[config.mk]
export PLATFORM = sky130hd
export DESIGN_NAME = sha256_stream_hasher
export DESIGN_NICKNAME = d
export VERILOG_FILES = /design/src/sha_pkg.sv /design/src/sha256_stream_hasher.sv /design/src/sha_datapath.sv /design/src/sha_ctrl.sv
export VERILOG_INCLUDE_DIRS = /design/src /design/src/src
export SDC_FILE = /design/constraint.sdc
export NUM_CORES = 2
export LEC_CHECK = 0
export ABC_CLOCK_PERIOD_IN_PS = 20500
export BUFFER_PORTS_ARGS = -buffer_cell sky130_fd_sc_hd__buf_2
export CAP_MARGIN = 20
export CORE_ASPECT_RATIO = 0.8
export CORE_MARGIN = 1.5
export CORE_UTILIZATION = 50
export DETAILED_ROUTE_END_ITERATION = 8
export PLACE_DENSITY_LB_ADDON = 0.25
export SETUP_SLACK_MARGIN = 0.05
export SKIP_CTS_REPAIR_TIMING = 1
export SYNTH_ARGS = -nofsm -noshare
export SYNTH_HDL_FRONTEND = slang
export SYNTH_SLANG_ARGS = --single-unit
[constraint.sdc]
create_clock -name clk_i -period 20.5 [get_ports clk_i]
set_clock_uncertainty 0.05 [all_clocks]
set_input_delay 1.025 -clock clk_i [delete_from_list [all_inputs] [get_ports clk_i]]
set_output_delay 1.025 -clock clk_i [all_outputs]
set_load 0.005 [all_outputs]
[src/sha256_stream_hasher_macros.svh]
// assertion macros for the sha256 stream hasher
`ifndef SHA256_STREAM_HASHER_MACROS_SVH
`define SHA256_STREAM_HASHER_MACROS_SVH
`ifndef SYNTHESIS
`define SHA_ASSERT(label, clk, rst_n, prop) \
  label: assert property (@(posedge clk) disable iff (!rst_n) prop) \
    else $error("assertion failed");
`define SHA_ASSERT_NEVER(label, clk, rst_n, expr) \
  label: assert property (@(posedge clk) disable iff (!rst_n) !(expr)) \
    else $error("assertion failed");
`else
`define SHA_ASSERT(label, clk, rst_n, prop)
`define SHA_ASSERT_NEVER(label, clk, rst_n, expr)
`endif
`endif

[src/sha_pkg.sv]
package sha_pkg;

  localparam int unsigned BlockBytes = 64;
  localparam int unsigned LenOffset = 56;
  localparam int unsigned NumRounds = 64;
  localparam logic [7:0] PadMark = 8'h80;

  typedef enum logic [2:0] {
    StIdle,
    StPad,
    StLen,
    StRound,
    StUpdate,
    StEmit
  } state_e;

  typedef enum logic [1:0] {
    FillNone,
    FillData,
    FillZero,
    FillLen
  } fill_e;

  typedef struct packed {
    fill_e      fill;
    logic [5:0] fill_addr;
    logic [7:0] fill_byte;
    logic       load_work;
    logic       do_round;
    logic       update_hash;
    logic       init_hash;
    logic       count_inc;
    logic       count_clr;
    logic [2:0] out_sel;
  } dp_cmd_t;

  typedef struct packed {
    logic [5:0] offset;
  } dp_stat_t;

  localparam logic [255:0] InitHash = {
    32'h6a09e667, 32'hbb67ae85, 32'h3c6ef372, 32'ha54ff53a,
    32'h510e527f, 32'h9b05688c, 32'h1f83d9ab, 32'h5be0cd19
  };

  function automatic logic [31:0] round_k(input logic [5:0] idx);
    logic [31:0] k;
    case (idx)
      6'd0: k = 32'h428a2f98; 6'd1: k = 32'h71374491; 6'd2: k = 32'hb5c0fbcf;
      6'd3: k = 32'he9b5dba5; 6'd4: k = 32'h3956c25b; 6'd5: k = 32'h59f111f1;
      6'd6: k = 32'h923f82a4; 6'd7: k = 32'hab1c5ed5; 6'd8: k = 32'hd807aa98;
      6'd9: k = 32'h12835b01; 6'd10: k = 32'h243185be; 6'd11: k = 32'h550c7dc3;
      6'd12: k = 32'h72be5d74; 6'd13: k = 32'h80deb1fe; 6'd14: k = 32'h9bdc06a7;
      6'd15: k = 32'hc19bf174; 6'd16: k = 32'he49b69c1; 6'd17: k = 32'hefbe4786;
      6'd18: k = 32'h0fc19dc6; 6'd19: k = 32'h240ca1cc; 6'd20: k = 32'h2de92c6f;
      6'd21: k = 32'h4a7484aa; 6'd22: k = 32'h5cb0a9dc; 6'd23: k = 32'h76f988da;
      6'd24: k = 32'h983e5152; 6'd25: k = 32'ha831c66d; 6'd26: k = 32'hb00327c8;
      6'd27: k = 32'hbf597fc7; 6'd28: k = 32'hc6e00bf3; 6'd29: k = 32'hd5a79147;
      6'd30: k = 32'h06ca6351; 6'd31: k = 32'h14292967; 6'd32: k = 32'h27b70a85;
      6'd33: k = 32'h2e1b2138; 6'd34: k = 32'h4d2c6dfc; 6'd35: k = 32'h53380d13;
      6'd36: k = 32'h650a7354; 6'd37: k = 32'h766a0abb; 6'd38: k = 32'h81c2c92e;
      6'd39: k = 32'h92722c85; 6'd40: k = 32'ha2bfe8a1; 6'd41: k = 32'ha81a664b;
      6'd42: k = 32'hc24b8b70; 6'd43: k = 32'hc76c51a3; 6'd44: k = 32'hd192e819;
      6'd45: k = 32'hd6990624; 6'd46: k = 32'hf40e3585; 6'd47: k = 32'h106aa070;
      6'd48: k = 32'h19a4c116; 6'd49: k = 32'h1e376c08; 6'd50: k = 32'h2748774c;
      6'd51: k = 32'h34b0bcb5; 6'd52: k = 32'h391c0cb3; 6'd53: k = 32'h4ed8aa4a;
      6'd54: k = 32'h5b9cca4f; 6'd55: k = 32'h682e6ff3; 6'd56: k = 32'h748f82ee;
      6'd57: k = 32'h78a5636f; 6'd58: k = 32'h84c87814; 6'd59: k = 32'h8cc70208;
      6'd60: k = 32'h90befffa; 6'd61: k = 32'ha4506ceb; 6'd62: k = 32'hbef9a3f7;
      default: k = 32'hc67178f2;
    endcase
    return k;
  endfunction

endpackage

[src/sha256_stream_hasher.sv]
// Streaming SHA-256. Each accepted word is a message byte (kind 0) or a finish
// command (kind 1). Bytes go in one per cycle while idle; the 64th byte of a
// block starts compression (load, 64 rounds in one shared round unit, update),
// during which no word is accepted. Finish writes the padding one byte per
// cycle, compresses one or two blocks, then presents eight digest words, H0
// first with word_last on the eighth, and returns to the initial hash state.
module sha256_stream_hasher (
  input  logic        clk_i,
  input  logic        rst_ni,
  input  logic        in_valid_i,
  output logic        in_ready_o,
  input  logic        kind_i,
  input  logic [7:0]  data_byte_i,
  output logic        out_valid_o,
  input  logic        out_ready_i,
  output logic [31:0] digest_word_o,
  output logic        word_last_o
);
  import sha_pkg::*;

  dp_cmd_t    cmd;
  dp_stat_t   stat;
  logic [5:0] round;

  sha_ctrl u_ctrl (
    .clk_i, .rst_ni, .in_valid_i, .in_ready_o, .kind_i, .data_byte_i,
    .out_valid_o, .out_ready_i, .word_last_o,
    .stat_i(stat), .cmd_o(cmd), .round_o(round)
  );

  sha_datapath u_dp (
    .clk_i, .rst_ni, .cmd_i(cmd), .round_i(round), .stat_o(stat), .digest_word_o
  );

endmodule

[src/sha_datapath.sv]
module sha_datapath (
  input  logic              clk_i,
  input  logic              rst_ni,
  input  sha_pkg::dp_cmd_t  cmd_i,
  input  logic [5:0]        round_i,
  output sha_pkg::dp_stat_t stat_o,
  output logic [31:0]       digest_word_o
);
  import sha_pkg::*;

  logic [511:0] block_q;
  logic [255:0] hash_q, hash_d;
  logic [31:0]  work_q [8];
  logic [31:0]  win_q [16];
  logic [60:0]  count_q;
  logic [63:0]  bits;
  logic [31:0]  w15, w2, g0, g1, wnew, wt, s0, s1, ch, maj, t1, t2;
  logic [31:0]  a, e;

  assign bits = {count_q, 3'b000};

  always_ff @(posedge clk_i) begin
    case (cmd_i.fill)
      FillData: block_q[511 - 8 * cmd_i.fill_addr -: 8] <= cmd_i.fill_byte;
      FillZero: block_q[511 - 8 * cmd_i.fill_addr -: 8] <= 8'h00;
      FillLen:  block_q[63:0] <= bits;
      default:  ;
    endcase
  end

  always_ff @(posedge clk_i or negedge rst_ni) begin
    if (!rst_ni) begin
      count_q <= '0;
    end else if (cmd_i.count_clr) begin
      count_q <= '0;
    end else if (cmd_i.count_inc) begin
      count_q <= count_q + 61'd1;
    end
  end

  assign stat_o.offset = count_q[5:0];

  assign a   = work_q[0];
  assign e   = work_q[4];
  assign w15 = win_q[1];
  assign w2  = win_q[14];
  assign g0  = {w15[6:0], w15[31:7]} ^ {w15[17:0], w15[31:18]} ^ (w15 >> 3);
  assign g1  = {w2[16:0], w2[31:17]} ^ {w2[18:0], w2[31:19]} ^ (w2 >> 10);
  assign wnew = win_q[0] + g0 + win_q[9] + g1;
  assign wt  = (round_i < 6'd16) ? win_q[0] : wnew;
  assign s0  = {a[1:0], a[31:2]} ^ {a[12:0], a[31:13]} ^ {a[21:0], a[31:22]};
  assign s1  = {e[5:0], e[31:6]} ^ {e[10:0], e[31:11]} ^ {e[24:0], e[31:25]};
  assign ch  = (e & work_q[5]) ^ (~e & work_q[6]);
  assign maj = (a & work_q[1]) ^ (a & work_q[2]) ^ (work_q[1] & work_q[2]);
  assign t1  = work_q[7] + s1 + ch + round_k(round_i) + wt;
  assign t2  = s0 + maj;

  // window shifts each round, oldest word at index 0
  // the length words go straight into the window when they are written on load
  always_ff @(posedge clk_i) begin
    if (cmd_i.load_work) begin
      for (int i = 0; i < 8; i++) work_q[i] <= hash_q[255 - 32 * i -: 32];
      for (int i = 0; i < 14; i++) win_q[i] <= block_q[511 - 32 * i -: 32];
      win_q[14] <= (cmd_i.fill == FillLen) ? bits[63:32] : block_q[63:32];
      win_q[15] <= (cmd_i.fill == FillLen) ? bits[31:0] : block_q[31:0];
    end else if (cmd_i.do_round) begin
      for (int i = 0; i < 15; i++) win_q[i] <= win_q[i + 1];
      win_q[15] <= wt;
      work_q[7] <= work_q[6];
      work_q[6] <= work_q[5];
      work_q[5] <= work_q[4];
      work_q[4] <= work_q[3] + t1;
      work_q[3] <= work_q[2];
      work_q[2] <= work_q[1];
      work_q[1] <= work_q[0];
      work_q[0] <= t1 + t2;
    end
  end

  always_comb begin
    hash_d = hash_q;
    if (cmd_i.init_hash) begin
      hash_d = InitHash;
    end else if (cmd_i.update_hash) begin
      for (int i = 0; i < 8; i++) begin
        hash_d[255 - 32 * i -: 32] = hash_q[255 - 32 * i -: 32] + work_q[i];
      end
    end
  end

  always_ff @(posedge clk_i or negedge rst_ni) begin
    if (!rst_ni) begin
      hash_q <= InitHash;
    end else begin
      hash_q <= hash_d;
    end
  end

  assign digest_word_o = hash_q[255 - 32 * cmd_i.out_sel -: 32];

endmodule

[src/sha_ctrl.sv]
`include "sha256_stream_hasher_macros.svh"
module sha_ctrl (
  input  logic              clk_i,
  input  logic              rst_ni,
  input  logic              in_valid_i,
  output logic              in_ready_o,
  input  logic              kind_i,
  input  logic [7:0]        data_byte_i,
  output logic              out_valid_o,
  input  logic              out_ready_i,
  output logic              word_last_o,
  input  sha_pkg::dp_stat_t stat_i,
  output sha_pkg::dp_cmd_t  cmd_o,
  output logic [5:0]        round_o
);
  import sha_pkg::*;

  state_e     state_q, state_d;
  logic [5:0] round_q, round_d;
  logic [5:0] pad_q, pad_d;
  logic [2:0] oidx_q, oidx_d;
  logic       fin_q, fin_d;
  logic       two_q, two_d;

  always_ff @(posedge clk_i or negedge rst_ni) begin
    if (!rst_ni) begin
      state_q <= StIdle;
      round_q <= '0;
      pad_q   <= '0;
      oidx_q  <= '0;
      fin_q   <= 1'b0;
      two_q   <= 1'b0;
    end else begin
      state_q <= state_d;
      round_q <= round_d;
      pad_q   <= pad_d;
      oidx_q  <= oidx_d;
      fin_q   <= fin_d;
      two_q   <= two_d;
    end
  end

  assign round_o = round_q;

  always_comb begin
    state_d = state_q;
    round_d = round_q;
    pad_d   = pad_q;
    oidx_d  = oidx_q;
    fin_d   = fin_q;
    two_d   = two_q;
    cmd_o   = '0;
    cmd_o.fill = FillNone;
    cmd_o.fill_addr = stat_i.offset;
    cmd_o.fill_byte = data_byte_i;
    cmd_o.out_sel = oidx_q;
    in_ready_o  = 1'b0;
    out_valid_o = 1'b0;
    word_last_o = 1'b0;
    case (state_q)
      StIdle: begin
        in_ready_o = 1'b1;
        if (in_valid_i) begin
          cmd_o.fill = FillData;
          if (!kind_i) begin
            cmd_o.count_inc = 1'b1;
            if (stat_i.offset == 6'(BlockBytes - 1)) begin
              fin_d = 1'b0;
              state_d = StLen;
            end
          end else begin
            cmd_o.fill_byte = PadMark;
            fin_d = 1'b1;
            two_d = (stat_i.offset >= 6'(LenOffset));
            pad_d = stat_i.offset + 6'd1;
            state_d = (stat_i.offset == 6'(BlockBytes - 1)) ? StLen : StPad;
          end
        end
      end
      StPad: begin
        cmd_o.fill = FillZero;
        cmd_o.fill_addr = pad_q;
        pad_d = pad_q + 6'd1;
        if (pad_q == 6'(BlockBytes - 1)) state_d = StLen;
      end
      StLen: begin
        if (fin_q && !two_q) cmd_o.fill = FillLen;
        cmd_o.load_work = 1'b1;
        round_d = '0;
        state_d = StRound;
      end
      StRound: begin
        cmd_o.do_round = 1'b1;
        round_d = round_q + 6'd1;
        if (round_q == 6'(NumRounds - 1)) state_d = StUpdate;
      end
      StUpdate: begin
        cmd_o.update_hash = 1'b1;
        if (!fin_q) begin
          state_d = StIdle;
        end else if (two_q) begin
          two_d = 1'b0;
          pad_d = '0;
          state_d = StPad;
        end else begin
          oidx_d = '0;
          state_d = StEmit;
        end
      end
      StEmit: begin
        out_valid_o = 1'b1;
        word_last_o = (oidx_q == 3'd7);
        if (out_ready_i) begin
          oidx_d = oidx_q + 3'd1;
          if (oidx_q == 3'd7) begin
            cmd_o.init_hash = 1'b1;
            cmd_o.count_clr = 1'b1;
            fin_d = 1'b0;
            state_d = StIdle;
          end
        end
      end
      default: state_d = StIdle;
    endcase
  end

  `SHA_ASSERT(a_no_accept_busy, clk_i, rst_ni, (state_q != StIdle) |-> !in_ready_o)
  `SHA_ASSERT(a_round_wrap, clk_i, rst_ni, (state_q == StUpdate) |-> (round_q == 6'd0))
  `SHA_ASSERT_NEVER(a_emit_only_fin, clk_i, rst_ni, out_valid_o && !fin_q)
  `SHA_ASSERT(a_last_home, clk_i, rst_ni, (out_valid_o && out_ready_i && word_last_o) |=> (state_q == StIdle))

endmodule
==> impl_metrics.py <==
metrics = {
    "clocking": {
        "clk_pin_slew_ns": 0.06,
        "cts_tree": "done",
        "clockBufferDepth": 3,
        "insertion_delay_ns": 0.86,
        "cts_sinks": 1617,
        "htreeDepth": 4,
        "root_buffer": "clkbuf_16",
        "numCtsBuffers": 168,
    },
    "placed_design": {
        "portBuffers": 47,
        "gp_congestion": 0.982,
        "post-dp-hpwl_um": 232000,
    },
    "setup_path": {
        "critPathKind": "reg -> reg",
        "r2r_slack_ns": 8.82,
        "slowest_stage": "nor3b_1",
        "crit_path_frequent_cell": "a21oi_1",
        "path_buf_inv": 3,
        "worstSetupEndpointType": "register",
        "arrival_ns": 12.18,
        "start_kind": "register",
        "path_max_fanout": 5,
        "crit_family": "compound AO/OA/AOI/OAI gates",
        "required_ns": 21.00,
        "max_stage_delay_ns": 0.85,
    },
    "floorplanning": {
        "core_area_um2": 190000,
        "rows": 143,
        "die_area_um2": 193000,
        "io_pins": 48,
        "fp.dieW_um": 491,
        "fp.dieH_um": 393,
        "initial_core_util_pct": 50.2,
    },
    "sta": {
        "tns_ns": 0,
        "worstMarginPinSlew_ns": 1.35,
        "setup_violations": 0,
        "rsz0062_at_grt": "no",
        "fmax_ghz": 0.0856,
        "slew_headroom_pct": 8.98,
        "min_period_over_period_pct": 57.0,
        "final-hold-violation-count": 0,
        "layout_min_cycle_time_ns": 11.68,
        "slew_violations": 0,
    },
    "routing": {
        "antenna_left": 0,
        "drc": 0,
        "first_pass_iters": 9,
        "drt-total-wl_um": 321000,
        "wl_per_cell_um": 28.3,
        "viasPerCell": 6.27,
        "num_vias": 70900,
        "drt_iter0_drc": 10100,
    },
    "cells_and_area": {
        "fillers": 16100,
        "final_nets": 9239,
        "finish.utilization_pct": 54.9,
        "final_common_cell": "edfxtp_1",
        "drive_above_1_share_pct": 13.9,
        "layout_common_cells": "edfxtp_1, nand2_1, nor2_1",
        "syn_to_final_growth_pct": 9.23,
    },
    "global_route": {
        "grt_pass1_wl_um": 467000,
        "overflow": 0,
        "grt_use_total_pct": 32.7,
        "first_global_vias": 67100,
        "grt_max_degree": 185,
        "antenna_found_initial": 12,
    },
    "synthesis": {
        "syn_avg_cell_area_um2": 10.9,
        "async_flop_share_pct": 20.8,
        "synthCells": 8724,
        "ys.warnings.count": 0,
        "ys_types": 92,
        "synth.net_count": 9339,
        "ys_ff_latch": 1617,
        "synth-edff-count": 1280,
        "synth_area_um2": 95300,
        "ys_seq_area_share_pct": 49.4,
        "yosys_most_used_dff": "edfxtp_1",
    },
    "outcome": {
        "status": "completed",
    },
    "run": {
        "cap_violations": 0,
    },
    "hold_path": {
        "worstHoldPathType": "in -> async",
    },
}
[cell usage after synthesis (71+ instances only)]
library cell	count	area (um2)
xor2_1	277	2430
xnor2_1	341	2990
nand3_1	193	966
fa_1	195	3900
nand2b_1	74	463
nand2_1	966	3630
dfrtp_1	201	5030
edfxtp_1	1280	38400
ha_1	407	5090
nor2_1	866	3250
mux2i_1	101	1010
and3_1	71	444
inv_1	418	1570
a21oi_1	513	2570
dfstp_2	136	3570
nor3_1	169	846
mux4_2	71	1600
clkbuf_1	391	1470
mux2_2	516	5810
a21o_1	190	1430
o21ai_0	532	2660
[state kept, by name (all words and copies together), names as in the netlist]
name,count
u_dp.hash_q,256
u_dp.win_q,512
u_dp.work_q,256
u_dp.count_q,61
u_ctrl.state_q,3
u_ctrl.oidx_q,3
u_ctrl.round_o,6
u_ctrl.fin_q,1
u_ctrl.two_q,1
u_dp.block_q,512
u_ctrl.pad_q,6
[routing by layer]
| layer | track usage (%) | wire length, um | up-vias |
|---|---|---|---|
| li1 | - | - | 31000 |
| met1 | 51.6 | 146000 | 35500 |
| met2 | 43.6 | 127000 | 3869 |
| met3 | 9.50 | 39900 | 518 |
| met4 | 7.70 | 7730 | 4 |
| met5 | 0 | 23 | - |
[through the flow]
step / instance area, um2 / setup slack (ns) / std cells / hold WS, ns
global placement: 98100 / 9.43 / 11000 / 0.439
detailed placement: 98200 / 9.40 / 11000 / 0.440
finish: 104000 / 8.82 / 11300 / 0.0999
floorplan: 95300 / 8.15 / 8724 / 0.419
CTS: 104000 / 9.33 / 11300 / 0.122
global route: 104000 / 8.51 / 11300 / 0.144
[logic make-up after synthesis]
kind of cell | after synthesis | synth area share (%)
and+or+nand+nor | 2571 | 11.7
buffers and inverters | 855 | 3.37
muxes | 688 | 8.84
AOI/OAI and AO/OA | 1767 | 11.6
DFF | 1617 | 49.4
xor gates and xnor gates | 619 | 5.70
adders and majority gates | 607 | 9.49
[worst register-to-register path: cells and delay by family, from the launching register on]
| kind | cells | cell delay (ns) |
|---|---|---|
| AO/OA/AOI/OAI | 20 | 5.06 |
| buffers and inverters | 3 | 0.18 |
| AND/OR/NAND/NOR | 4 | 1.30 |
| adder cells (fa/ha/maj) | 7 | 2.97 |
| XOR/XNOR | 5 | 1.33 |
| flip-flops | 1 | 0.50 |
[worst paths after layout]
path,cells past startpoint,end,startpoint
worst max-delay path,39,u_dp.work_q[0][29],u_dp.win_q[0][466]
worst min-delay path,1,u_dp.hash_q[193],rst_ni
worst max register to register,39,u_dp.work_q[0][29],u_dp.win_q[0][466]
worst min register to register,2,u_dp.win_q[0][339],u_dp.block_q[179]
max in group asynchronous,4,u_ctrl.oidx_q[0],rst_ni
min in group clk_i,2,u_dp.win_q[0][339],u_dp.block_q[179]
[final cells by class]
type	count	area, um2	area share [%]
tap	2537	3170	3.05
sequential	1617	47100	45.2
timing repair buffer	160	1230	1.18
antenna	7	17.5	0.0168
multi-input combinational	6252	45200	43.4
inverter	425	1610	1.55
clock inverter	104	1280	1.23
clock buffer	213	4540	4.36
Power is left out: the tool's default activity adds up to more than one toggle a clock period on the data nets, which glitch-free logic cannot reach.
